--- config.mk ---
export PLATFORM = sky130hd
export DESIGN_NAME = content_defined_chunk_cutter
export DESIGN_NICKNAME = d
export VERILOG_FILES = /design/src/rtl/cdc_pkg.sv /design/src/rtl/cdc_front.sv /design/src/rtl/cdc_queue.sv /design/src/rtl/cdc_back.sv /design/src/rtl/content_defined_chunk_cutter.sv
export SDC_FILE = /design/constraint.sdc
export NUM_CORES = 1
export LEC_CHECK = 0
export BUFFER_PORTS_ARGS = -buffer_cell sky130_fd_sc_hd__buf_2
export CAP_MARGIN = 30
export CORE_ASPECT_RATIO = 1.1
export CORE_UTILIZATION = 65
export CTS_CLUSTER_SIZE = 16
export DETAILED_ROUTE_END_ITERATION = 8
export PLACE_DENSITY = 0.85
export SLEW_MARGIN = 20
export SYNTH_ARGS = -nofsm -noshare
export SYNTH_HDL_FRONTEND = slang
export SYNTH_SLANG_ARGS = --single-unit
--- constraint.sdc ---
create_clock -name clk -period 27.1 [get_ports clk]
set_input_delay 5.42 -clock clk [delete_from_list [all_inputs] [get_ports clk]]
set_output_delay 5.42 -clock clk [all_outputs]
set_load 0.02 [all_outputs]
--- src/rtl/cdc_pkg.sv ---
// Shared types, constants and register codes for the content-defined chunk cutter.
// No dependencies; every other file in rtl/ refers to it by scoped names.
package cdc_pkg;

  // Default sizes of the internal counters
  localparam int OFFSET_BITS_DEF = 48;
  localparam int LENGTH_BITS_DEF = 15;
  localparam int COUNT_BITS_DEF  = 16;

  // Fixed port widths
  localparam int BYTE_W   = 8;
  localparam int LEN_W    = 15;
  localparam int MASK_W   = 32;
  localparam int CNT_W    = 16;
  localparam int OUT_OFF_W = 48;
  localparam int CFG_IDX_W = 2;
  localparam int CFG_DATA_W = 32;

  // Item queue between front and back (power of two)
  localparam int QUEUE_DEPTH = 4;
  localparam int QPTR_W      = $clog2(QUEUE_DEPTH);
  localparam int QCNT_W      = $clog2(QUEUE_DEPTH + 1);

  // Register indexes
  localparam logic [CFG_IDX_W-1:0] CFG_MIN_LEN   = 2'd0;
  localparam logic [CFG_IDX_W-1:0] CFG_MAX_LEN   = 2'd1;
  localparam logic [CFG_IDX_W-1:0] CFG_BND_MASK  = 2'd2;
  localparam logic [CFG_IDX_W-1:0] CFG_MAX_COUNT = 2'd3;

  // Register reset values
  localparam logic [LEN_W-1:0]  MIN_LEN_RST   = 15'd2048;
  localparam logic [LEN_W-1:0]  MAX_LEN_RST   = 15'd16384;
  localparam logic [MASK_W-1:0] BND_MASK_RST  = 32'd8191;
  localparam logic [CNT_W-1:0]  MAX_COUNT_RST = 16'd10000;

  typedef enum logic [1:0] {
    REASON_BOUNDARY = 2'd0,
    REASON_MAX_LEN  = 2'd1,
    REASON_EOS      = 2'd2
  } cut_reason_t;

  typedef struct packed {
    logic [LEN_W-1:0]  min_len;
    logic [LEN_W-1:0]  max_len;
    logic [MASK_W-1:0] bnd_mask;
    logic [CNT_W-1:0]  max_count;
  } cfg_t;

  // One queued beat after classification
  typedef struct packed {
    logic [BYTE_W-1:0] data;
    logic              has_byte;
    logic              flush;
  } item_t;

endpackage

--- src/rtl/cdc_front.sv ---
// Input side of the chunk cutter: takes beats, drops no-op beats, feeds the item queue.
// Depends on cdc_pkg.
module cdc_front (
  input  logic                      item_valid,
  output logic                      item_stall,
  input  logic [cdc_pkg::BYTE_W-1:0] data_byte,
  input  logic                      byte_valid,
  input  logic                      end_of_stream,
  input  logic                      q_full,
  output logic                      push,
  output cdc_pkg::item_t            push_item
);

  // a beat with neither byte nor flush leaves the state alone
  logic useful;

  assign useful     = byte_valid | end_of_stream;
  assign item_stall = q_full;
  assign push       = item_valid & ~q_full & useful;

  always_comb begin
    push_item.data     = data_byte;
    push_item.has_byte = byte_valid;
    push_item.flush    = end_of_stream;
  end

endmodule

--- src/rtl/cdc_queue.sv ---
// Short FIFO of classified items between the front and the back.
// Depends on cdc_pkg.
module cdc_queue (
  input  logic           clk,
  input  logic           rst,
  input  logic           push,
  input  cdc_pkg::item_t push_item,
  output logic           full,
  output logic           q_valid,
  output cdc_pkg::item_t q_item,
  input  logic           pop
);

  cdc_pkg::item_t                 mem [cdc_pkg::QUEUE_DEPTH];
  logic [cdc_pkg::QPTR_W-1:0]     wr_ptr;
  logic [cdc_pkg::QPTR_W-1:0]     rd_ptr;
  logic [cdc_pkg::QCNT_W-1:0]     count;

  assign full    = (count == cdc_pkg::QCNT_W'(cdc_pkg::QUEUE_DEPTH));
  assign q_valid = (count != '0);
  assign q_item  = mem[rd_ptr];

  always_ff @(posedge clk) begin
    if (push) begin
      mem[wr_ptr] <= push_item;
    end
  end

  // pointers wrap on their own: depth is a power of two
  always_ff @(posedge clk) begin
    if (rst) begin
      wr_ptr <= '0;
      rd_ptr <= '0;
      count  <= '0;
    end else begin
      if (push) begin
        wr_ptr <= cdc_pkg::QPTR_W'(wr_ptr + 1'b1);
      end
      if (pop) begin
        rd_ptr <= cdc_pkg::QPTR_W'(rd_ptr + 1'b1);
      end
      priority if (push && !pop) begin
        count <= cdc_pkg::QCNT_W'(count + 1'b1);
      end else if (pop && !push) begin
        count <= cdc_pkg::QCNT_W'(count - 1'b1);
      end
    end
  end

endmodule

--- src/rtl/cdc_back.sv ---
// Back end of the chunk cutter: rolling hash, length and offset state, cut decision,
// and the result register. Depends on cdc_pkg.
module cdc_back #(
  parameter int OFFSET_BITS = cdc_pkg::OFFSET_BITS_DEF,
  parameter int LENGTH_BITS = cdc_pkg::LENGTH_BITS_DEF,
  parameter int COUNT_BITS  = cdc_pkg::COUNT_BITS_DEF
) (
  input  logic                          clk,
  input  logic                          rst,
  input  cdc_pkg::cfg_t                 cfg,
  input  logic                          q_valid,
  input  cdc_pkg::item_t                q_item,
  output logic                          pop,
  output logic                          chunk_valid,
  input  logic                          chunk_stall,
  output logic [cdc_pkg::OUT_OFF_W-1:0] chunk_start,
  output logic [cdc_pkg::OUT_OFF_W-1:0] chunk_end,
  output logic [cdc_pkg::CNT_W-1:0]     chunk_number,
  output logic [1:0]                    cut_reason
);

  localparam int LCMP_W = (LENGTH_BITS > cdc_pkg::LEN_W) ? LENGTH_BITS : cdc_pkg::LEN_W;
  localparam int CCMP_W = (COUNT_BITS > cdc_pkg::CNT_W) ? COUNT_BITS : cdc_pkg::CNT_W;

  // h*33 + b mod (2^32 - 1), folded end-around twice
  function automatic logic [31:0] hash_step(input logic [31:0] h,
                                            input logic [7:0] b);
    logic [37:0] prod;
    logic [32:0] s1;
    logic [31:0] s2;
    prod = {6'd0, h} + {1'b0, h, 5'd0} + {30'd0, b};
    s1   = {1'b0, prod[31:0]} + {27'd0, prod[37:32]};
    s2   = s1[31:0] + {31'd0, s1[32]};
    return (s2 == 32'hFFFF_FFFF) ? 32'd0 : s2;
  endfunction

  logic [31:0]            chunk_hash;
  logic [LENGTH_BITS-1:0] chunk_length;
  logic [OFFSET_BITS-1:0] begin_offset;
  logic [OFFSET_BITS-1:0] bytes_seen;
  logic [COUNT_BITS-1:0]  chunks_emitted;

  logic [31:0]            hash_next;
  logic [LENGTH_BITS-1:0] length_next;
  logic [OFFSET_BITS-1:0] seen_next;
  logic                   limit;
  logic                   emit;
  cdc_pkg::cut_reason_t   reason;

  // result slot free, or being emptied this cycle
  assign pop = q_valid & (~chunk_valid | ~chunk_stall);

  assign limit = (CCMP_W'(chunks_emitted) >= CCMP_W'(cfg.max_count)) ||
                 (chunks_emitted == {COUNT_BITS{1'b1}});

  always_comb begin
    hash_next   = chunk_hash;
    length_next = chunk_length;
    seen_next   = bytes_seen;
    emit        = 1'b0;
    reason      = cdc_pkg::REASON_EOS;
    if (q_item.has_byte) begin
      hash_next   = hash_step(chunk_hash, q_item.data);
      length_next = LENGTH_BITS'(chunk_length + 1'b1);
      seen_next   = OFFSET_BITS'(bytes_seen + 1'b1);
    end
    priority if (q_item.has_byte &&
                 ((LCMP_W'(length_next) >= LCMP_W'(cfg.max_len)) ||
                  (length_next == {LENGTH_BITS{1'b1}}))) begin
      emit   = 1'b1;
      reason = cdc_pkg::REASON_MAX_LEN;
    end else if (q_item.has_byte &&
                 (LCMP_W'(length_next) >= LCMP_W'(cfg.min_len)) &&
                 ((hash_next & cfg.bnd_mask) == 32'd0)) begin
      emit   = 1'b1;
      reason = cdc_pkg::REASON_BOUNDARY;
    end else if (q_item.flush && (length_next != '0)) begin
      emit   = 1'b1;
      reason = cdc_pkg::REASON_EOS;
    end else begin
      emit   = 1'b0;
    end
  end

  always_ff @(posedge clk) begin
    if (rst) begin
      chunk_hash     <= '0;
      chunk_length   <= '0;
      begin_offset   <= '0;
      bytes_seen     <= '0;
      chunks_emitted <= '0;
      chunk_valid    <= 1'b0;
    end else begin
      // held while stalled, refilled by a cut
      chunk_valid <= (chunk_valid & chunk_stall) | (pop & ~limit & emit);
      if (pop && !limit) begin
        bytes_seen <= seen_next;
        if (emit) begin
          chunk_hash     <= '0;
          chunk_length   <= '0;
          begin_offset   <= seen_next;
          chunks_emitted <= COUNT_BITS'(chunks_emitted + 1'b1);
        end else begin
          chunk_hash   <= hash_next;
          chunk_length <= length_next;
        end
      end
    end
  end

  // result payload, no reset needed
  always_ff @(posedge clk) begin
    if (pop && !limit && emit) begin
      chunk_start  <= cdc_pkg::OUT_OFF_W'(begin_offset);
      chunk_end    <= cdc_pkg::OUT_OFF_W'(OFFSET_BITS'(seen_next - 1'b1));
      chunk_number <= cdc_pkg::CNT_W'(COUNT_BITS'(chunks_emitted + 1'b1));
      cut_reason   <= reason;
    end
  end

  a_cut_clears: assert property (@(posedge clk) disable iff (rst)
    (pop && !limit && emit) |=> (chunk_valid && chunk_hash == '0 && chunk_length == '0))
    else $error("cut did not clear chunk state or raise a result");

  a_cut_begin: assert property (@(posedge clk) disable iff (rst)
    (pop && !limit && emit) |=> (begin_offset == bytes_seen))
    else $error("next chunk does not begin after the cut");

  a_idle_holds: assert property (@(posedge clk) disable iff (rst)
    (!pop || limit) |=> ($stable(bytes_seen) && $stable(chunks_emitted)))
    else $error("state moved without a processed item");

  a_reason_code: assert property (@(posedge clk) disable iff (rst)
    chunk_valid |-> (cut_reason == cdc_pkg::REASON_BOUNDARY ||
                     cut_reason == cdc_pkg::REASON_MAX_LEN ||
                     cut_reason == cdc_pkg::REASON_EOS))
    else $error("result carries an undefined cut reason");

endmodule

--- src/rtl/content_defined_chunk_cutter.sv ---
// Top level of the content-defined chunk cutter: configuration registers and the
// front / queue / back assembly. Depends on cdc_pkg, cdc_front, cdc_queue, cdc_back.
//
// The cutter takes one stream beat per clock (byte, byte flag, end-of-stream flag) while
// item_stall is low and emits one result beat per chunk cut: start offset, inclusive end
// offset, one-based chunk number and cut reason (content boundary, maximum length, end of
// stream). Sustained rate is one beat per cycle while no result waits on chunk_stall: the
// back end updates the rolling hash (multiply by 33, add, end-around fold), length and
// offsets for each item. A beat is written into a four-entry queue when it is accepted;
// the back end takes it from the queue, and a cut loads the result register, from which
// the result beat is valid. Input keeps flowing while a result waits on chunk_stall until
// the four queue entries are full; item_stall is also high during reset.
// Beats with neither byte nor flush are dropped at the front.
// Once the chunk count limit is reached all further input is swallowed without result.
// Configuration writes are ready outside reset and belong in idle periods only.

module content_defined_chunk_cutter #(
  parameter int OFFSET_BITS = cdc_pkg::OFFSET_BITS_DEF,
  parameter int LENGTH_BITS = cdc_pkg::LENGTH_BITS_DEF,
  parameter int COUNT_BITS  = cdc_pkg::COUNT_BITS_DEF
) (
  input  logic                           clk,
  input  logic                           rst,
  // config write channel
  input  logic                           cfg_valid,
  output logic                           cfg_ready,
  input  logic [cdc_pkg::CFG_IDX_W-1:0]  cfg_index,
  input  logic [cdc_pkg::CFG_DATA_W-1:0] cfg_data,
  // stream beats
  input  logic                           item_valid,
  output logic                           item_stall,
  input  logic [cdc_pkg::BYTE_W-1:0]     data_byte,
  input  logic                           byte_valid,
  input  logic                           end_of_stream,
  // chunk results
  output logic                           chunk_valid,
  input  logic                           chunk_stall,
  output logic [cdc_pkg::OUT_OFF_W-1:0]  chunk_start,
  output logic [cdc_pkg::OUT_OFF_W-1:0]  chunk_end,
  output logic [cdc_pkg::CNT_W-1:0]      chunk_number,
  output logic [1:0]                     cut_reason
);

  cdc_pkg::cfg_t  cfg;
  logic           q_full;
  logic           front_hold;
  logic           push;
  cdc_pkg::item_t push_item;
  logic           q_valid;
  cdc_pkg::item_t q_item;
  logic           pop;

  assign cfg_ready = ~rst;

  // no beats taken while in reset
  assign front_hold = q_full | rst;

  // Register file; values are masked to their field widths on write.
  always_ff @(posedge clk) begin
    if (rst) begin
      cfg.min_len   <= cdc_pkg::MIN_LEN_RST;
      cfg.max_len   <= cdc_pkg::MAX_LEN_RST;
      cfg.bnd_mask  <= cdc_pkg::BND_MASK_RST;
      cfg.max_count <= cdc_pkg::MAX_COUNT_RST;
    end else if (cfg_valid && cfg_ready) begin
      unique case (cfg_index)
        cdc_pkg::CFG_MIN_LEN:   cfg.min_len   <= cfg_data[cdc_pkg::LEN_W-1:0];
        cdc_pkg::CFG_MAX_LEN:   cfg.max_len   <= cfg_data[cdc_pkg::LEN_W-1:0];
        cdc_pkg::CFG_BND_MASK:  cfg.bnd_mask  <= cfg_data[cdc_pkg::MASK_W-1:0];
        cdc_pkg::CFG_MAX_COUNT: cfg.max_count <= cfg_data[cdc_pkg::CNT_W-1:0];
        default: ;
      endcase
    end
  end

  // front: accept and classify beats
  cdc_front u_front (
    .item_valid    (item_valid),
    .item_stall    (item_stall),
    .data_byte     (data_byte),
    .byte_valid    (byte_valid),
    .end_of_stream (end_of_stream),
    .q_full        (front_hold),
    .push          (push),
    .push_item     (push_item)
  );

  // decoupling queue
  cdc_queue u_queue (
    .clk       (clk),
    .rst       (rst),
    .push      (push),
    .push_item (push_item),
    .full      (q_full),
    .q_valid   (q_valid),
    .q_item    (q_item),
    .pop       (pop)
  );

  // back: hash, cut decision, result register
  cdc_back #(
    .OFFSET_BITS (OFFSET_BITS),
    .LENGTH_BITS (LENGTH_BITS),
    .COUNT_BITS  (COUNT_BITS)
  ) u_back (
    .clk          (clk),
    .rst          (rst),
    .cfg          (cfg),
    .q_valid      (q_valid),
    .q_item       (q_item),
    .pop          (pop),
    .chunk_valid  (chunk_valid),
    .chunk_stall  (chunk_stall),
    .chunk_start  (chunk_start),
    .chunk_end    (chunk_end),
    .chunk_number (chunk_number),
    .cut_reason   (cut_reason)
  );

endmodule
Word-level counts from Yosys, hierarchy flattened. Memory sizes are Yosys's and may differ from the RTL's. A register that Yosys moved wholly into a read port is not among the register bits. Cells that the tools add are included.

Register bits after elaboration: 359. RAM bits: 40. Output and inout port bits: 117. Logic and storage cells: 96. Memories kept: 1.

Add/subtract/negate cells: 12. Order comparisons: 3. Equality and inequality tests: 7. Muxes and demuxes: 16. Bitwise operators: 16. Reduce and logical (&&, ||, !) cells: 24.

Memories: u_queue.mem (depth 4, width 10, rd ports 1, clocked after Yosys merged registers in 1, write ports 1, RTL line cdc_queue.sv:14) `cdc_pkg::item_t mem [cdc_pkg::QUEUE_DEPTH];`.

Operators with widths (count): two-way mux 32 bit (3); adder 48 x 1 -> 48 bit (second input constant) (1); two-way mux 48 bit (1); subtractor 48 x 1 -> 48 bit (second input constant) (1); adder 32 x 37 -> 38 bit (1); adder 38 x 8 -> 38 bit (1); adder 32 x 6 -> 33 bit (1); adder 32 x 1 -> 32 bit (1); bitwise AND 32 bit (1); == test 32 bit (second input constant) (1); logical NOT 32 bit (1); greater-or-equal comparator 15 bit (2); two-way mux 15 bit (2); adder 16 x 1 -> 16 bit (second input constant) (1); == test 16 bit (second input constant) (1); greater-or-equal comparator 16 bit (1); adder 15 x 1 -> 15 bit (second input constant) (1); == test 15 bit (second input constant) (1); nonzero test 15 bit (1); AND reduction 2 bit (5); logical AND 1 bit (9); bitwise AND 1 bit (6); two-way mux 2 bit (3); two-way mux 3 bit (2); 14 further kinds (30).

Logic depth before layout (Yosys ltp). Gate-level depths: netlist of the first run.

Word-level depth: 14. Mapped depth: 48. Mapped depth without buffers: 44.

Hierarchy. Synthesis of the first run repeated with hierarchy kept, for this count alone.

Cells, all modules: 2649. Area total of the unflattened synthesis: 24900.1 sq um.

By module, submodules not included: cdc_back (instances 1, cells an instance 2228, area each 19692.6 sq um, sequential area each 6626.4 sq um); content_defined_chunk_cutter (instances 1, cells an instance 312, area each 3235.6 sq um, sequential area each 1561.5 sq um); cdc_queue (instances 1, cells an instance 96, area each 1873.0 sq um, sequential area each 1381.3 sq um); cdc_front (instances 1, cells an instance 13, area each 98.8 sq um, sequential area each 0.0 sq um).

Worst setup path after synthesis of the first run. OpenSTA, ideal clock, no wires.

Path type: input to output. Start: in rst. End: out cfg_ready. Data arrival time: 6.125 ns. Data required time: 21.680 ns. Path slack: 15.555 ns. Stages on the path: 3. Cells stage by stage: clkbuf_1 -> inv_1 -> clkbuf_1.

Word-level cells in the longest chain between the ends: 1.

RTL lines: start: declaration (RTL line content_defined_chunk_cutter.sv:23) `input logic rst,`; inverter 1 bit (RTL line content_defined_chunk_cutter.sv:53) `assign cfg_ready = ~rst;`; end: declaration (RTL line content_defined_chunk_cutter.sv:26) `output logic cfg_ready,`.

Every way passes these cells.

==> flow_summary_export.csv, run 1 <==
group,metric,value,unit
status,outcome,"complete, no violations",
floorplan,initial_core_util,0.660,
min_path,holdPathEnd,"u_back.chunk_start[0]",
cells_and_area,fin_nets,2807,
routing,post-route-drc-count,0,
timing,fin_crit,14.45,ns
cells_and_area,layout-drive-gt1-share,0.128,
synthesis,syn_nets,2704,
placement,gp_congestion,0.983,
setup_path,critPathSlowestCell,"buf_4",
global_routing,grt_pass1_vias,19334,
floorplan,pin_count,166,
floorplan,core-area,35200,µm²
synthesis,synth.cell_area,23300,µm²
min_path,worstHoldPathType,"reg2reg",
timing,drv_slew,0,
setup_path,ff2ff_setup_slack,12.65,ns
power_and_ir_drop,leakage,9.87,nW
setup_path,cp_top_family,"compound AO/OA/AOI/OAI gates",
timing,fmax,69.2,MHz
synthesis,syn_inst,2525,
synthesis,synth_area_per_cell,9.21,µm²
setup_path,path_buf_inv,6,
min_path,min_path_cells,0,
timing,setup_viol,0,
synthesis,synth_top_area_cell,"dfxtp_1",
cts,clk_path_buf_depth,3,
cts,cts_tree,"done",
synthesis,ys_ff_latch,401,
cts,ctsResizeCount,0,
timing,slew-limit-headroom,0.341,
setup_path,crit_top_cell,"ha_1",
job,cap_violations,0,
cells_and_area,fin_area,25700,µm²
setup_path,start_kind,"flip-flop",
setup_path,crit-reg2reg-capture,"u_back.chunk_start[45]",
cells_and_area,fill_cells,2553,
global_routing,grt_max_degree,85,
synthesis,netlist.area_leader.share,0.213,
placement,dpl.hpwl,43900,µm
synthesis,synthTopCellsByCount,"nand2_1, dfxtp_1, a21oi_1, nor2_1, edfxtp_1",
routing,vias,19909,
setup_path,end_kind,"flip-flop",
global_routing,antenna_found_initial,2,
routing,via_per_inst,6.34,
cts,cts-htree-levels,2,
timing,period_share,0.533,
min_path,hp-start,"u_back.begin_offset[0]",
synthesis,async_flop_share,0,
placement,numPortBuffers,165,
routing,ant_nets,0,
floorplan,die_w,182,µm
synthesis,synth_cell_types,87,
synthesis,seq_area_frac_synth,0.411,
setup_path,critPathMaxFanout,71,
cts,clk_pin_slew,0.06,ns
timing,finalSetupTns,0,ns
synthesis,synth_edf_count,154,
setup_path,slowest_delay,0.78,ns
synthesis,yosys_most_used_dff,"dfxtp_1",
floorplan,dieArea,36500,µm²
timing,worstMarginPinSlew,0.979,ns
routing,finalWirelength,61600,µm
power_and_ir_drop,power_density,100,nW/µm²
timing,hold_viol_final,0,
floorplan,die_h,200,µm
routing,routedWlPerCell,19.6,µm
setup_path,arrival,14.62,ns
cts,cts_buffers,41,
cts,clock-root-buffer,"clkbuf_16",
cts,cts.sinks,401,
timing,rsz0062_at_grt,"false",
synthesis,synth_warnings,0,
floorplan,rows,72,
cells_and_area,area_growth,10.5,%
cts,cts_hold_buf,0,
cts,clk_latency,0.54,ns
routing,drt_iter0_markers,2009,
synthesis,yosysMostFrequentCell,"nand2_1",
timing,skew,0.0147,ns
global_routing,grt_pass1_wl,98400,µm
global_routing,gr-usage-all-layers,0.333,
cts,post_cts.repair.setup_buffers,0,
power_and_ir_drop,ir_drop,0.0724,mV
setup_path,critical_path_required,27.27,ns
synthesis,netlist_top_cells_area,"dfxtp_1, edfxtp_1, ha_1",
global_routing,grt.overflow.total,0,
setup_path,rr_worst_depth,42,
setup_path,critPathKind,"reg2reg",
placement,placed_area,24300,µm²
routing,firstDrtPassIters,8,
-- routing by layer --
layer / wire length (µm) / up-vias / GRT usage
li1: - / 9364 / -
met1: 24200 / 9433 / 0.405
met2: 30200 / 879 / 0.572
met3: 4030 / 233 / 0.0487
met4: 3210 / 0 / 0.173
met5: 0 / - / 0
-- sequential cells by signal, summed over array words and instances (netlist names), named ones only --
signal                 count
u_back.chunk_valid         1
u_back.cut_reason          2
u_back.bytes_seen         48
u_queue.wr_ptr             2
u_queue.mem               40
u_queue.rd_ptr             2
u_back.chunk_end          48
u_back.chunk_hash         32
cfg                       78
u_back.chunk_number       16
u_back.chunk_length       15
u_back.begin_offset       48
u_queue.count              3
u_back.chunks_emitted     16
u_back.chunk_start        48
-- kinds of logic (layout without fill, tap and decap cells) --
| kind of cell | Yosys count | count (layout) | synth area share |
|---|---|---|---|
| compound gates | 559 | 559 | 0.169 |
| xor+xnor | 234 | 234 | 0.0881 |
| fa+ha+maj | 130 | 130 | 0.0719 |
| buf+inv | 229 | 364 | 0.0406 |
| flops | 401 | 401 | 0.411 |
| mux | 29 | 29 | 0.0186 |
| other cells | 0 | 1 | 0 |
| simple gates | 943 | 943 | 0.201 |
-- cell usage in the layout (no fill, tap or decap), types with 66 or more instances in the layout --
| cell | Yosys | final |
|---|---|---|
| nand3_1 | 103 | 103 |
| ha_1 | 124 | 124 |
| nor2_1 | 176 | 175 |
| edfxtp_1 | 154 | 154 |
| inv_1 | 101 | 101 |
| xor2_1 | 116 | 116 |
| a21oi_1 | 203 | 203 |
| o21ai_0 | 66 | 66 |
| buf_2 | 11 | 164 |
| dfxtp_1 | 247 | 247 |
| xnor2_1 | 118 | 118 |
| nand2_1 | 318 | 318 |
-- worst max-delay path by stage --
| stage | start | end | slack, ns | cells after the start |
|---|---|---|---|---|
| finish | flip-flop | u_back.chunk_start[45] | 12.65 | 42 |
| global route | flip-flop | u_back.chunk_end[40] | 11.90 | 42 |
| CTS | flip-flop | u_back.chunk_start[44] | 12.77 | 42 |
| detailed placement | flip-flop | u_back.chunk_start[44] | 12.86 | 42 |
| global placement | flip-flop | u_back.chunk_start[43] | 13.32 | 42 |
| floorplan | rst | cfg_ready | 15.56 | 3 |
-- power by group --
part | internal, mW | leakage (nW) | switching (mW) | total [mW]
Sequential | 0.813 | 3.43 | 0.0680 | 0.881
Combinational | 0.374 | 5.79 | 0.759 | 1.13
Clock | 0.327 | 0.646 | 0.235 | 0.562
-- metrics by stage --
step                setup slack, ns  cells  utilization  hold slack (ns)  power, mW
floorplan                     15.56   2525            -            0.409       1.71
global placement              13.32   3063        0.690            0.415       1.96
global route                  11.90   3142        0.730            0.442       2.71
detailed placement            12.86   3063        0.690            0.415       1.99
CTS                           12.77   3138        0.728            0.430       2.56
finish                        12.65   3142        0.730            0.429       2.58
-- layout make-up --
cell class | count | area (µm²) | area share
multi-input cells | 1895 | 12800 | 0.497
clock buffers | 53 | 1100 | 0.0429
repair buffers | 187 | 1040 | 0.0404
clock inverters | 22 | 230 | 0.00896
flip-flops and latches | 401 | 9570 | 0.372
inverters | 102 | 388 | 0.0151
diodes | 1 | 2.50 | 0.0000974
well taps | 481 | 602 | 0.0234
Note: power is estimated with default switching activity, not from simulation.
==> inputs of run 2 (changes only) <==
--- a/config.mk
+++ b/config.mk
@@ -5,13 +5,14 @@
 export SDC_FILE = /design/constraint.sdc
 export NUM_CORES = 1
 export LEC_CHECK = 0
+export ABC_AREA = 1
 export BUFFER_PORTS_ARGS = -buffer_cell sky130_fd_sc_hd__buf_2
 export CAP_MARGIN = 30
 export CORE_ASPECT_RATIO = 1.1
-export CORE_UTILIZATION = 65
+export CORE_UTILIZATION = 56
 export CTS_CLUSTER_SIZE = 16
 export DETAILED_ROUTE_END_ITERATION = 8
-export PLACE_DENSITY = 0.85
+export PLACE_DENSITY = 0.78
 export SLEW_MARGIN = 20
 export SYNTH_ARGS = -nofsm -noshare
 export SYNTH_HDL_FRONTEND = slang
==> constraint.sdc (replaced) <==
create_clock -name clk -period 12.82 [get_ports clk]
set_input_delay 2.564 -clock clk [delete_from_list [all_inputs] [get_ports clk]]
set_output_delay 2.564 -clock clk [all_outputs]
set_load 0.02 [all_outputs]
==> flow_summary_export.csv, run 2 <==
group,metric,value,unit
synthesis,synth_warnings,0,
cts,ctsResizeCount,0,
floorplan,initial_core_util,0.570,
setup_path,critPathSlowestCell,"nand3_2",
setup_path,critPathKind,"reg2reg",
cts,cts.sinks,401,
cells_and_area,largest_register_ffs,78,
cells_and_area,area_growth,10.3,%
setup_path,arrival,11.68,ns
synthesis,async_flop_share,0,
cells_and_area,final_util,0.629,
synthesis,ys_ff_latch,401,
routing,ant_nets,0,
min_path,worstHoldPathType,"reg2reg",
timing,timing.final.ws_setup,1.37,ns
floorplan,pin_count,166,
routing,via_per_inst,5.50,
cts,cts_tree,"done",
floorplan,dieArea,44100,µm²
global_routing,busiest_layer,"met2",
cells_and_area,fin_nets,3663,
timing,slew-limit-headroom,0.326,
synthesis,seq_area_frac_synth,0.395,
power_and_ir_drop,swShare,0.446,
global_routing,grt_pass1_wl,105000,µm
timing,rsz0062_at_grt,"false",
power_and_ir_drop,p_clk_frac,0.207,
power_and_ir_drop,power.share.sequential,0.337,
synthesis,syn_nets,3543,
synthesis,netlist_top_cells_area,"dfxtp_1, edfxtp_1, nand2_1",
global_routing,grt_pass1_vias,20523,
synthesis,synth.cell_area,24200,µm²
timing,fin_crit,11.45,ns
cts,cts_hold_buf,0,
global_routing,grtUsageMet2,0.487,
setup_path,critPathMaxFanout,42,
timing,hold-worst-slack,0.424,ns
synthesis,netlist.area_leader.share,0.204,
placement,place_ws,1.55,ns
synthesis,yosys_most_used_dff,"dfxtp_1",
routing,routedWlPerCell,16.3,µm
placement,numPortBuffers,165,
placement,gp_congestion,0.980,
timing,setup_viol,0,
cts,clk_path_buf_depth,3,
job,cap_violations,0,
cts,clk_pin_slew,0.06,ns
cts,post_cts.repair.setup_buffers,0,
power_and_ir_drop,fin_total_pwr,5.59,mW
global_routing,grt_max_degree,92,
cts,clock-root-buffer,"clkbuf_16",
power_and_ir_drop,power_density,209,nW/µm²
cts,cts-htree-levels,2,
timing,hold_viol_final,0,
global_routing,use_met3,0.0623,
synthesis,synth_cell_types,53,
global_routing,grtUsageMet1,0.391,
timing,skew,0.0289,ns
cells_and_area,layout_commonest_cell,"nand2_1",
setup_path,end_kind,"flip-flop",
power_and_ir_drop,combPwrFrac,0.456,
power_and_ir_drop,ir_drop,0.167,mV
routing,post-route-drc-count,0,
floorplan,die_h,220,µm
global_routing,grt.overflow.total,0,
cells_and_area,fill_cells,3862,
routing,drt_iter0_markers,1796,
placement,dpl.hpwl,49500,µm
synthesis,syn_inst,3364,
timing,drv_slew,0,
setup_path,crit_top_cell,"nand2_1",
synthesis,synth_area_per_cell,7.21,µm²
timing,period_share,0.893,
global_routing,antenna_found_initial,2,
power_and_ir_drop,p_switching,2.50,mW
timing,worstMarginPinSlew,1.01,ns
setup_path,start_kind,"flip-flop",
timing,fmax,87.4,MHz
global_routing,gr-usage-all-layers,0.298,
cells_and_area,top_register,"cfg",
synthesis,synth_edf_count,154,
cells_and_area,layout-drive-gt1-share,0.0873,
cts,clk_latency,0.58,ns
cells_and_area,final_cell_mix,"nand2_1, nor2_1, inv_1, nand3_1, a21oi_1",
floorplan,core-area,42500,µm²
routing,firstDrtPassIters,6,
floorplan,die_w,200,µm
status,outcome,"complete, no violations",
routing,vias,22456,
synthesis,yosysMostFrequentCell,"nand2_1",
power_and_ir_drop,leakage,12.2,nW
synthesis,synthTopCellsByCount,"nand2_1, nor2_1, inv_1, nand3_1, a21oi_1",
routing,finalWirelength,66500,µm
cts,cts_buffers,41,
setup_path,critical_path_required,13.05,ns
timing,finalSetupTns,0,ns
synthesis,synth_top_area_cell,"dfxtp_1",
floorplan,rows,79,
power_and_ir_drop,p_int,3.10,mW
min_path,hp-start,"u_back.begin_offset[24]",
setup_path,slowest_delay,0.57,ns
## run 2: stage by stage
step,std cells,area (µm²)
after floorplan,3364,24200
after global placement,4004,25400
after detailed placement,4004,25400
after CTS,4078,26700
after global routing,4083,26700
final,4084,26700
## run 2: area by class of cell
| cell class | count | area (µm²) | share of cell area |
|---|---|---|---|
| well taps | 567 | 709 | 0.0265 |
| clock inverters | 21 | 175 | 0.00655 |
| repair buffers | 185 | 988 | 0.0370 |
| multi-input cells | 2446 | 12600 | 0.473 |
| clock buffers | 53 | 1110 | 0.0416 |
| diodes | 2 | 5.00 | 0.000187 |
| flip-flops and latches | 401 | 9570 | 0.358 |
| inverters | 409 | 1540 | 0.0577 |
## run 2: cell families after synthesis
kind of cell | synth area share
AO/OA/AOI/OAI | 0.0947
XOR/XNOR | 0.0473
adder cells (fa/ha/maj) | 0.0690
buffers and inverters | 0.0854
flip-flops | 0.395
AND/OR/NAND/NOR | 0.309
## run 2: final timing paths
path,end,slack (ns),cells after the start
setup / recovery,u_back.chunk_end[40],1.37,61
setup reg to reg,u_back.chunk_end[40],1.37,61
hold reg to reg,u_back.chunk_start[24],0.42,0
hold / removal,u_back.chunk_start[24],0.42,0
## run 2: routing by layer
layer / routed length, µm / part of all wire
met2: 30000 / 0.45
met4: 2300 / 0.035
met1: 28700 / 0.43
met3: 5490 / 0.083
met5: 8 / 0.00012
## run 2: power by group through the flow
| stage | clock network, mW | registers (mW) | logic [mW] |
|---|---|---|---|
| 3_3_place_gp | 0 | 1.90 | 2.48 |
| 2_1_floorplan | 0 | 2.08 | 1.71 |
| 3_5_place_dp | 0 | 1.91 | 2.51 |
| 6_report | 1.16 | 1.89 | 2.55 |
| 4_1_cts | 1.17 | 1.89 | 2.53 |
| 5_1_grt | 1.22 | 1.91 | 2.84 |
## run 2: worst max-delay path: cells and delay by family, from the launching register on
family                     cells  cell delay [ns]
and+or+nand+nor               46             6.59
adders and majority gates      5             1.71
buffers and inverters          5             1.64
AOI/OAI and AO/OA              3             0.50
xor gates and xnor gates       2             0.34
DFF                            1             0.32
